### src/rtl/mpenc_pkg.sv
// ----------------------------------------------------------------------------
// mpenc_pkg
// Types and constants shared by the MessagePack token encoder modules.
// ----------------------------------------------------------------------------
package mpenc_pkg;

    typedef enum logic [3:0] {
        FN_NIL   = 4'd0,
        FN_BOOL  = 4'd1,
        FN_UINT  = 4'd2,
        FN_INT   = 4'd3,
        FN_F32   = 4'd4,
        FN_F64   = 4'd5,
        FN_STR   = 4'd6,
        FN_BIN   = 4'd7,
        FN_ARRAY = 4'd8,
        FN_MAP   = 4'd9,
        FN_EXT   = 4'd10,
        FN_RAW   = 4'd11
    } func_t;

    localparam logic [7:0] TAG_NIL      = 8'hC0;
    localparam logic [7:0] TAG_FALSE    = 8'hC2;
    localparam logic [7:0] TAG_TRUE     = 8'hC3;
    localparam logic [7:0] TAG_BIN8     = 8'hC4;
    localparam logic [7:0] TAG_BIN16    = 8'hC5;
    localparam logic [7:0] TAG_BIN32    = 8'hC6;
    localparam logic [7:0] TAG_EXT8     = 8'hC7;
    localparam logic [7:0] TAG_EXT16    = 8'hC8;
    localparam logic [7:0] TAG_EXT32    = 8'hC9;
    localparam logic [7:0] TAG_F32      = 8'hCA;
    localparam logic [7:0] TAG_F64      = 8'hCB;
    localparam logic [7:0] TAG_UINT8    = 8'hCC;
    localparam logic [7:0] TAG_UINT16   = 8'hCD;
    localparam logic [7:0] TAG_UINT32   = 8'hCE;
    localparam logic [7:0] TAG_UINT64   = 8'hCF;
    localparam logic [7:0] TAG_INT8     = 8'hD0;
    localparam logic [7:0] TAG_INT16    = 8'hD1;
    localparam logic [7:0] TAG_INT32    = 8'hD2;
    localparam logic [7:0] TAG_INT64    = 8'hD3;
    localparam logic [7:0] TAG_FIXEXT1  = 8'hD4;
    localparam logic [7:0] TAG_STR8     = 8'hD9;
    localparam logic [7:0] TAG_STR16    = 8'hDA;
    localparam logic [7:0] TAG_STR32    = 8'hDB;
    localparam logic [7:0] TAG_ARRAY16  = 8'hDC;
    localparam logic [7:0] TAG_ARRAY32  = 8'hDD;
    localparam logic [7:0] TAG_MAP16    = 8'hDE;
    localparam logic [7:0] TAG_MAP32    = 8'hDF;
    localparam logic [7:0] TAG_FIXSTR   = 8'hA0;
    localparam logic [7:0] TAG_FIXARRAY = 8'h90;
    localparam logic [7:0] TAG_FIXMAP   = 8'h80;

    localparam int unsigned MAX_BYTES = 9;

    // Encoded token: bytes in send order, byte count (1..9), error flag
    typedef struct packed {
        logic [0:MAX_BYTES-1][7:0] bytes;
        logic [3:0]                count;
        logic                      err;
    } tok_t;

endpackage

### src/rtl/msgpack_token_encoder_top.sv
// The strobe for the first byte of a token rises once start is taken into an
// empty queue and the queue count, then the strobe register, have been loaded.
// The serialiser sends one byte per cycle while the queue holds a token, and
// busy rises while two tokens are queued.
// Reset clears the queue, the byte index and the strobe; the receiver cannot
// stall, so a transfer takes place in every strobed cycle.
// ----------------------------------------------------------------------------
// msgpack_token_encoder_top
// MessagePack token encoder: classifier, token queue and byte serialiser.
// ----------------------------------------------------------------------------
module msgpack_token_encoder_top
(
    input  logic               clk,
    input  logic               rst_n,
    input  logic               start,
    output logic               busy,
    input  logic [3:0]         func,
    input  logic [63:0]        value,
    input  logic signed [7:0]  ext_type,
    output logic               strobe,
    output logic [7:0]         out_byte,
    output logic               last,
    output logic               error
);

    mpenc_pkg::tok_t wr_tok;
    mpenc_pkg::tok_t rd_tok;
    logic            push;
    logic            pop;
    logic            empty;
    logic            full;

    assign busy = full;

    mpenc_front u_front
    (
        .start    (start),
        .full     (full),
        .func     (func),
        .value    (value),
        .ext_type (ext_type),
        .push     (push),
        .tok      (wr_tok)
    );

    mpenc_queue u_queue
    (
        .clk      (clk),
        .rst_n    (rst_n),
        .push     (push),
        .wr_tok   (wr_tok),
        .pop      (pop),
        .rd_tok   (rd_tok),
        .empty    (empty),
        .full     (full)
    );

    mpenc_back u_back
    (
        .clk      (clk),
        .rst_n    (rst_n),
        .head     (rd_tok),
        .empty    (empty),
        .pop      (pop),
        .strobe   (strobe),
        .out_byte (out_byte),
        .last     (last),
        .error    (error)
    );

endmodule

### src/rtl/mpenc_front.sv
// ----------------------------------------------------------------------------
// mpenc_front
// Accepts a token and classifies it into its encoded byte string.
// ----------------------------------------------------------------------------
module mpenc_front
(
    input  logic               start,
    input  logic               full,
    input  logic [3:0]         func,
    input  logic [63:0]        value,
    input  logic signed [7:0]  ext_type,
    output logic               push,
    output mpenc_pkg::tok_t    tok
);

    logic [7:0]  tag;
    logic [3:0]  plen;
    logic        trailer;
    logic        err;
    logic [31:0] len;
    logic        neg;
    logic [63:0] pl;
    logic [3:0]  tidx;

    assign push = start & ~full;
    assign len  = value[31:0];
    assign neg  = value[63];

    always_comb
    begin
        tag     = 8'h00;
        plen    = 4'd0;
        trailer = 1'b0;
        err     = 1'b0;
        unique case (mpenc_pkg::func_t'(func))
            mpenc_pkg::FN_NIL:   tag = mpenc_pkg::TAG_NIL;
            mpenc_pkg::FN_BOOL:  tag = value[0] ? mpenc_pkg::TAG_TRUE : mpenc_pkg::TAG_FALSE;
            mpenc_pkg::FN_UINT:
            begin
                if (~|value[63:7])
                    tag = value[7:0];
                else if (~|value[63:8])
                begin
                    tag = mpenc_pkg::TAG_UINT8;  plen = 4'd1;
                end
                else if (~|value[63:16])
                begin
                    tag = mpenc_pkg::TAG_UINT16; plen = 4'd2;
                end
                else if (~|value[63:32])
                begin
                    tag = mpenc_pkg::TAG_UINT32; plen = 4'd4;
                end
                else
                begin
                    tag = mpenc_pkg::TAG_UINT64; plen = 4'd8;
                end
            end
            mpenc_pkg::FN_INT:
            begin
                if ((~neg & ~|value[63:7]) | (&value[63:5]))
                    tag = value[7:0];
                else if (neg & &value[63:7])
                begin
                    tag = mpenc_pkg::TAG_INT8;  plen = 4'd1;
                end
                else if (neg & &value[63:15])
                begin
                    tag = mpenc_pkg::TAG_INT16; plen = 4'd2;
                end
                else if (neg & &value[63:31])
                begin
                    tag = mpenc_pkg::TAG_INT32; plen = 4'd4;
                end
                else
                begin
                    tag = mpenc_pkg::TAG_INT64; plen = 4'd8;
                end
            end
            mpenc_pkg::FN_F32:
            begin
                tag = mpenc_pkg::TAG_F32; plen = 4'd4;
            end
            mpenc_pkg::FN_F64:
            begin
                tag = mpenc_pkg::TAG_F64; plen = 4'd8;
            end
            mpenc_pkg::FN_STR:
            begin
                if (len <= 32'd31)
                    tag = mpenc_pkg::TAG_FIXSTR | {3'b000, len[4:0]};
                else if (len <= 32'd255)
                begin
                    tag = mpenc_pkg::TAG_STR8;  plen = 4'd1;
                end
                else if (len <= 32'd65535)
                begin
                    tag = mpenc_pkg::TAG_STR16; plen = 4'd2;
                end
                else
                begin
                    tag = mpenc_pkg::TAG_STR32; plen = 4'd4;
                end
            end
            mpenc_pkg::FN_BIN:
            begin
                if (len <= 32'd255)
                begin
                    tag = mpenc_pkg::TAG_BIN8;  plen = 4'd1;
                end
                else if (len <= 32'd65535)
                begin
                    tag = mpenc_pkg::TAG_BIN16; plen = 4'd2;
                end
                else
                begin
                    tag = mpenc_pkg::TAG_BIN32; plen = 4'd4;
                end
            end
            mpenc_pkg::FN_ARRAY:
            begin
                if (len <= 32'd15)
                    tag = mpenc_pkg::TAG_FIXARRAY | {4'h0, len[3:0]};
                else if (len <= 32'd65535)
                begin
                    tag = mpenc_pkg::TAG_ARRAY16; plen = 4'd2;
                end
                else
                begin
                    tag = mpenc_pkg::TAG_ARRAY32; plen = 4'd4;
                end
            end
            mpenc_pkg::FN_MAP:
            begin
                if (len <= 32'd15)
                    tag = mpenc_pkg::TAG_FIXMAP | {4'h0, len[3:0]};
                else if (len <= 32'd65535)
                begin
                    tag = mpenc_pkg::TAG_MAP16; plen = 4'd2;
                end
                else
                begin
                    tag = mpenc_pkg::TAG_MAP32; plen = 4'd4;
                end
            end
            mpenc_pkg::FN_EXT:
            begin
                trailer = 1'b1;
                if (len == 32'd1)
                    tag = mpenc_pkg::TAG_FIXEXT1;
                else if (len == 32'd2)
                    tag = mpenc_pkg::TAG_FIXEXT1 + 8'd1;
                else if (len == 32'd4)
                    tag = mpenc_pkg::TAG_FIXEXT1 + 8'd2;
                else if (len == 32'd8)
                    tag = mpenc_pkg::TAG_FIXEXT1 + 8'd3;
                else if (len == 32'd16)
                    tag = mpenc_pkg::TAG_FIXEXT1 + 8'd4;
                else if (len <= 32'd255)
                begin
                    tag = mpenc_pkg::TAG_EXT8;  plen = 4'd1;
                end
                else if (len <= 32'd65535)
                begin
                    tag = mpenc_pkg::TAG_EXT16; plen = 4'd2;
                end
                else
                begin
                    tag = mpenc_pkg::TAG_EXT32; plen = 4'd4;
                end
            end
            mpenc_pkg::FN_RAW:   tag = value[7:0];
            default:             err = 1'b1;
        endcase
    end

    // payload left-aligned, most significant byte first
    always_comb
    begin
        case (plen)
            4'd1:    pl = {value[7:0], 56'h0};
            4'd2:    pl = {value[15:0], 48'h0};
            4'd4:    pl = {value[31:0], 32'h0};
            4'd8:    pl = value;
            default: pl = 64'h0;
        endcase
    end

    assign tidx = plen + 4'd1;

    always_comb
    begin
        tok.bytes = {tag, pl};
        if (trailer)
            tok.bytes[tidx] = ext_type;
        tok.count = 4'd1 + plen + {3'b000, trailer};
        tok.err   = err;
    end

endmodule

### src/rtl/mpenc_queue.sv
// ----------------------------------------------------------------------------
// mpenc_queue
// Two-entry token queue between the front and back ends.
// ----------------------------------------------------------------------------
module mpenc_queue
(
    input  logic               clk,
    input  logic               rst_n,
    input  logic               push,
    input  mpenc_pkg::tok_t    wr_tok,
    input  logic               pop,
    output mpenc_pkg::tok_t    rd_tok,
    output logic               empty,
    output logic               full
);

    mpenc_pkg::tok_t ent_reg [2];
    logic            wr_ptr_reg;
    logic            wr_ptr_next;
    logic            rd_ptr_reg;
    logic            rd_ptr_next;
    logic [1:0]      cnt_reg;
    logic [1:0]      cnt_next;

    assign empty  = (cnt_reg == 2'd0);
    assign full   = (cnt_reg == 2'd2);
    assign rd_tok = ent_reg[rd_ptr_reg];

    always_comb
    begin
        wr_ptr_next = wr_ptr_reg ^ push;
        rd_ptr_next = rd_ptr_reg ^ pop;
        cnt_next    = cnt_reg + {1'b0, push} - {1'b0, pop};
    end

    always_ff @(posedge clk or negedge rst_n)
    begin
        if (!rst_n)
        begin
            wr_ptr_reg <= 1'b0;
            rd_ptr_reg <= 1'b0;
            cnt_reg    <= 2'd0;
        end
        else
        begin
            wr_ptr_reg <= wr_ptr_next;
            rd_ptr_reg <= rd_ptr_next;
            cnt_reg    <= cnt_next;
        end
    end

    always_ff @(posedge clk)
    begin
        if (push)
            ent_reg[wr_ptr_reg] <= wr_tok;
    end

    a_no_pop_empty: assert property (@(posedge clk) disable iff (!rst_n)
        !(pop && empty))
        else $error("pop from empty queue");

    a_no_push_full: assert property (@(posedge clk) disable iff (!rst_n)
        !(push && full))
        else $error("push into full queue");

    a_ptr_track: assert property (@(posedge clk) disable iff (!rst_n)
        (cnt_reg == 2'd1) |-> (wr_ptr_reg != rd_ptr_reg))
        else $error("queue pointers out of step");

endmodule

### src/rtl/mpenc_back.sv
// ----------------------------------------------------------------------------
// mpenc_back
// Serialises the token at the queue head, one byte per cycle while the queue holds a token.
// ----------------------------------------------------------------------------
module mpenc_back
(
    input  logic               clk,
    input  logic               rst_n,
    input  mpenc_pkg::tok_t    head,
    input  logic               empty,
    output logic               pop,
    output logic               strobe,
    output logic [7:0]         out_byte,
    output logic               last,
    output logic               error
);

    logic [3:0] idx_reg;
    logic [3:0] idx_next;
    logic       at_last;
    logic       strobe_reg;
    logic [7:0] byte_reg;
    logic       last_reg;
    logic       err_reg;

    assign at_last = (idx_reg == head.count - 4'd1);
    assign pop     = ~empty & at_last;

    always_comb
    begin
        idx_next = idx_reg;
        if (!empty)
            idx_next = at_last ? 4'd0 : idx_reg + 4'd1;
    end

    always_ff @(posedge clk or negedge rst_n)
    begin
        if (!rst_n)
        begin
            idx_reg    <= 4'd0;
            strobe_reg <= 1'b0;
        end
        else
        begin
            idx_reg    <= idx_next;
            strobe_reg <= ~empty;
        end
    end

    always_ff @(posedge clk)
    begin
        byte_reg <= head.bytes[idx_reg];
        last_reg <= at_last;
        err_reg  <= head.err;
    end

    assign strobe   = strobe_reg;
    assign out_byte = byte_reg;
    assign last     = last_reg;
    assign error    = err_reg;

    a_err_single: assert property (@(posedge clk) disable iff (!rst_n)
        (strobe && error) |-> last)
        else $error("error transfer without last");

    a_idx_range: assert property (@(posedge clk) disable iff (!rst_n)
        !empty |-> (idx_reg < head.count))
        else $error("byte index beyond token");

    a_token_burst: assert property (@(posedge clk) disable iff (!rst_n)
        (strobe && !last) |=> strobe)
        else $error("gap inside a token");

endmodule

### config.mk
export PLATFORM = sky130hd
export DESIGN_NAME = msgpack_token_encoder_top
export DESIGN_NICKNAME = d
export VERILOG_FILES = /design/src/rtl/mpenc_pkg.sv /design/src/rtl/msgpack_token_encoder_top.sv /design/src/rtl/mpenc_front.sv /design/src/rtl/mpenc_queue.sv /design/src/rtl/mpenc_back.sv
export SDC_FILE = /design/constraint.sdc
export NUM_CORES = 1
export LEC_CHECK = 0
export ABC_AREA = 1
export BUFFER_PORTS_ARGS = -buffer_cell sky130_fd_sc_hd__buf_2
export CAP_MARGIN = 30
export CORE_MARGIN = 1
export CORE_UTILIZATION = 48
export CTS_BUF_LIST = sky130_fd_sc_hd__clkbuf_2
export DETAILED_ROUTE_END_ITERATION = 6
export GPL_ROUTABILITY_DRIVEN = 0
export PLACE_DENSITY_LB_ADDON = 0.2
export RECOVER_POWER = 50
export SYNTH_ARGS = -nofsm -noshare
export SYNTH_HDL_FRONTEND = slang
export SYNTH_SLANG_ARGS = --single-unit
### constraint.sdc
create_clock -name clk -period 6.9 [get_ports clk]
set_clock_uncertainty 0.1 [all_clocks]
set_input_delay 1.725 -clock clk [delete_from_list [all_inputs] [get_ports clk]]
set_output_delay 1.725 -clock clk [all_outputs]
set_load 0.01 [all_outputs]
==> impl_results.md <==
* Clk slew on worst S/H paths at between 200 and 250 ps
* Layout cells sized above 1 at 11.5%
* Fin Setup TNS at 0 ps
* Syn nets at 1293
* Worst-Margin Slew at ~3000 ps
* Mean Syn Cell Area at just over 8 um^2
* Hold Path Class: reg -> reg
* DRT iter0 DRCs at around 1200
* Clock sinks at 173
* Resized cells post-CTS at 0
* Gr ovfl total at 0
* Synth area leader: edfxtp_1
* Final wirelength at around 30 mm
* Final Max Slew Viols at 159
* Final worst-path cycle share at 77.4%
* CP required at 7470 ps
* VDD IR-drop max at approximately 0.00016 V
* DR WL/cell at 19.7 um
* Worst path most repeated cell: ha_1
* Die area at about 0.021 mm^2
* Num CTS Buffers at 17
* RSZ-0062 raised after global routing: no
* First-pass GRT wire length at 46.8 mm
* Antenna violations before repair at 1
* Largest register FFs at 154
* Core Area at 0.0203 mm^2
* Initial core utilization at 49.1%
* Hold Vio Cnt, Final at 0
* Post-synthesis sequential area ratio at 50.7%
* Filler cell count at 1944
* Failing checks: capacitance limit, slew limit
* Top cells by area, synth: edfxtp_1 46%, nand2_1 10%, nor2_1 7.1%
* CTS H-tree lvls at 4
* CTS tree: yes
* Placement Setup Slack at between 1000 and 1500 ps
* Max_cap viols at 3
* Pin count of the biggest net entering global routing at 66
* Prevailing post-synth register cell: edfxtp_1
* Area taken by multi-input logic gates at between 0.004 and 0.005 mm^2
* Worst-Skew Late Latency at 730 ps
* Critical path arrival at 5910 ps
* Final HPWL DP at 22.4 mm
* Fmax at 187 MHz
* Chip height at approximately 150 um
* DR DRC count at 0
* Hold_buf cts at 0
* CTS root buffer: clkbuf_2
* Register area at 0.00505 mm^2
* Clock buffer depth at 2
* Post-Layout Cell Count at 1549
* Number of synthesized flops with an enable pin at 154
* Most common cell in the netlist: nand2_1
* Post-route cell area at 0.0107 mm^2
* Nets at ~1400
* Tmin final at 5340 ps
* Port bufs at 90
* LEAKAGE at 4.44 nW
* Top cells by instance count after synthesis: 271 x nand2_1, 189 x nor2_1, 154 x edfxtp_1
* Share of the synthesized area in the top cell type at between 40% and 50%
* I/O pin total at 91
* Inst Count DP at 1516
* Relative slew slack at -102%
* Area growth syn-to-layout at 7.72%
* Total Routing Usage GR at around 29%
* Post-synth ARST share at 5.20%
* Worst setup margin at around 1600 ps
* Status: complete, but fails checks
* ANT nets after route at 0
* Via count at 9136
* WHS at 372 ps
* CP peak stage delay at 1730 ps
* Critical Path Source Type: flip-flop
* Crit Path Category: reg -> reg
* Row Count at 52
* Die width at 146 um
* Seq cells post-synth at between 150 and 200
* Via count of the first global-routing pass at 8197
* First drt pass iteration count at 6
* Postcts setup bufs at 0
* Worst-path cell with the longest stage delay: clkbuf_1
* Setup violators final at 0
* Syn. warnings at 0
* Critical Path Fanout Max at 53
* Pwr dens at 307 mW/mm^2
* Vias per inst at 5.90
* Worst path cell trace: clkbuf_1 > mux2i_1 > ha_1 > xor2_1 > xnor2_1 > nor3_1 > nand2_1 > nor2_1 > ha_1 > inv_1 > ha_1 > xnor2_1 > xor2_1
* CP endpoint kind: flip-flop
* Syn Inst Count at around 1200
* Placed Area at 0.0106 mm^2
* Cell Area, Synth at 0.00997 mm^2
* Yosys cell types at 43
==> per-layer routing <==
| layer | global-route usage (%) | part of all wire, % | vias up |
|---|---|---|---|
| met2 | 44.5 | 45 | 563 |
| li1 | - | - | 4245 |
| met4 | 15.2 | 5.0 | 0 |
| met3 | 4.28 | 9.0 | 96 |
| met1 | 40.1 | 41 | 4232 |
| met5 | 0 | 0 | - |
==> per-stage QoR <==
step / total power [mW] / util (%)
global route: 3.50 / 52.9
global placement: 2.84 / 52.1
CTS: 3.31 / 53.1
finish: 3.29 / 52.9
detailed placement: 2.86 / 52.1
floorplan: 2.42 / -
==> cells by family (layout without fill, tap and decap cells) <==
group	count (synthesis)	in the layout	share of synthesized area [%]
AOI/OAI and AO/OA	181	181	10.4
xor gates and xnor gates	13	13	1.14
adders and majority gates	12	12	1.51
buffers and inverters	160	236	6.70
DFF	173	173	50.7
muxes	11	11	1.10
other	0	1	0
and+or+nand+nor	652	652	28.5
==> critical path, delay by kind of cell (launching register included) <==
family                     cells  cell delay (ps)
xor gates and xnor gates       4              640
DFF                            1             1100
buffers and inverters          2             1780
adders and majority gates      3              770
muxes                          1              420
and+or+nand+nor                3              490
==> cell usage in the layout, fill, tap and decap left out, types with 3 or more instances in the layout <==
cell type    n
buf_2       83
inv_2        3
o22ai_1     24
nand3_1    130
o221ai_1    11
nor2_2       4
mux2i_1     11
o211ai_1     8
nand2_1    271
dfxtp_1     10
a21oi_1     10
inv_6        5
nand4_1     33
nor3_1       8
o21ai_1     10
dfrtp_1      9
buf_4        7
o21ai_0    108
nand2_2      5
clkbuf_2    19
clkbuf_1    10
edfxtp_1   154
nor2_1     189
clkinv_4     3
xor2_1       8
inv_1      100
ha_1        12
nor2_4       3
xnor2_1      5
==> power breakdown <==
group | internal, mW | total (mW) | switching (mW) | leakage (nW)
sequential | 1.48 | 1.60 | 0.122 | 1.64
combinational | 0.368 | 1.23 | 0.862 | 2.66
clock | 0.108 | 0.461 | 0.353 | 0.135
total | 1.96 | 3.29 | 1.34 | 4.44
==> cell type report <==
class | instances | area share (%)
Inverter | 104 | 3.64
Clock buffer | 19 | 0.886
Antenna cell | 1 | 0.0233
Tap cell | 270 | 3.15
Timing Repair Buffer | 100 | 4.71
Clock inverter | 13 | 0.991
Sequential cell | 173 | 47.0
Multi-Input combinational cell | 869 | 39.6
==> final timing paths <==
kind / startpoint / slack, ps / cells past startpoint / end
max in group asynchronous: rst_n / 5600 / 1 / u_queue.rd_ptr_reg$_DFF_PN0_
min in group asynchronous: rst_n / 780 / 1 / u_back.strobe$_DFF_PN0_
min: u_queue.ent_reg[0][0]$_DFFE_PP_ / 370 / 2 / u_back.error$_DFF_P_
max reg2reg: u_queue.rd_ptr_reg$_DFF_PN0_ / 1560 / 13 / u_queue.cnt_reg[1]$_DFF_PN0_
max: u_queue.rd_ptr_reg$_DFF_PN0_ / 1560 / 13 / u_queue.cnt_reg[1]$_DFF_PN0_
min reg2reg: u_queue.ent_reg[0][0]$_DFFE_PP_ / 370 / 2 / u_back.error$_DFF_P_
Power figures use the tool's default switching activity.
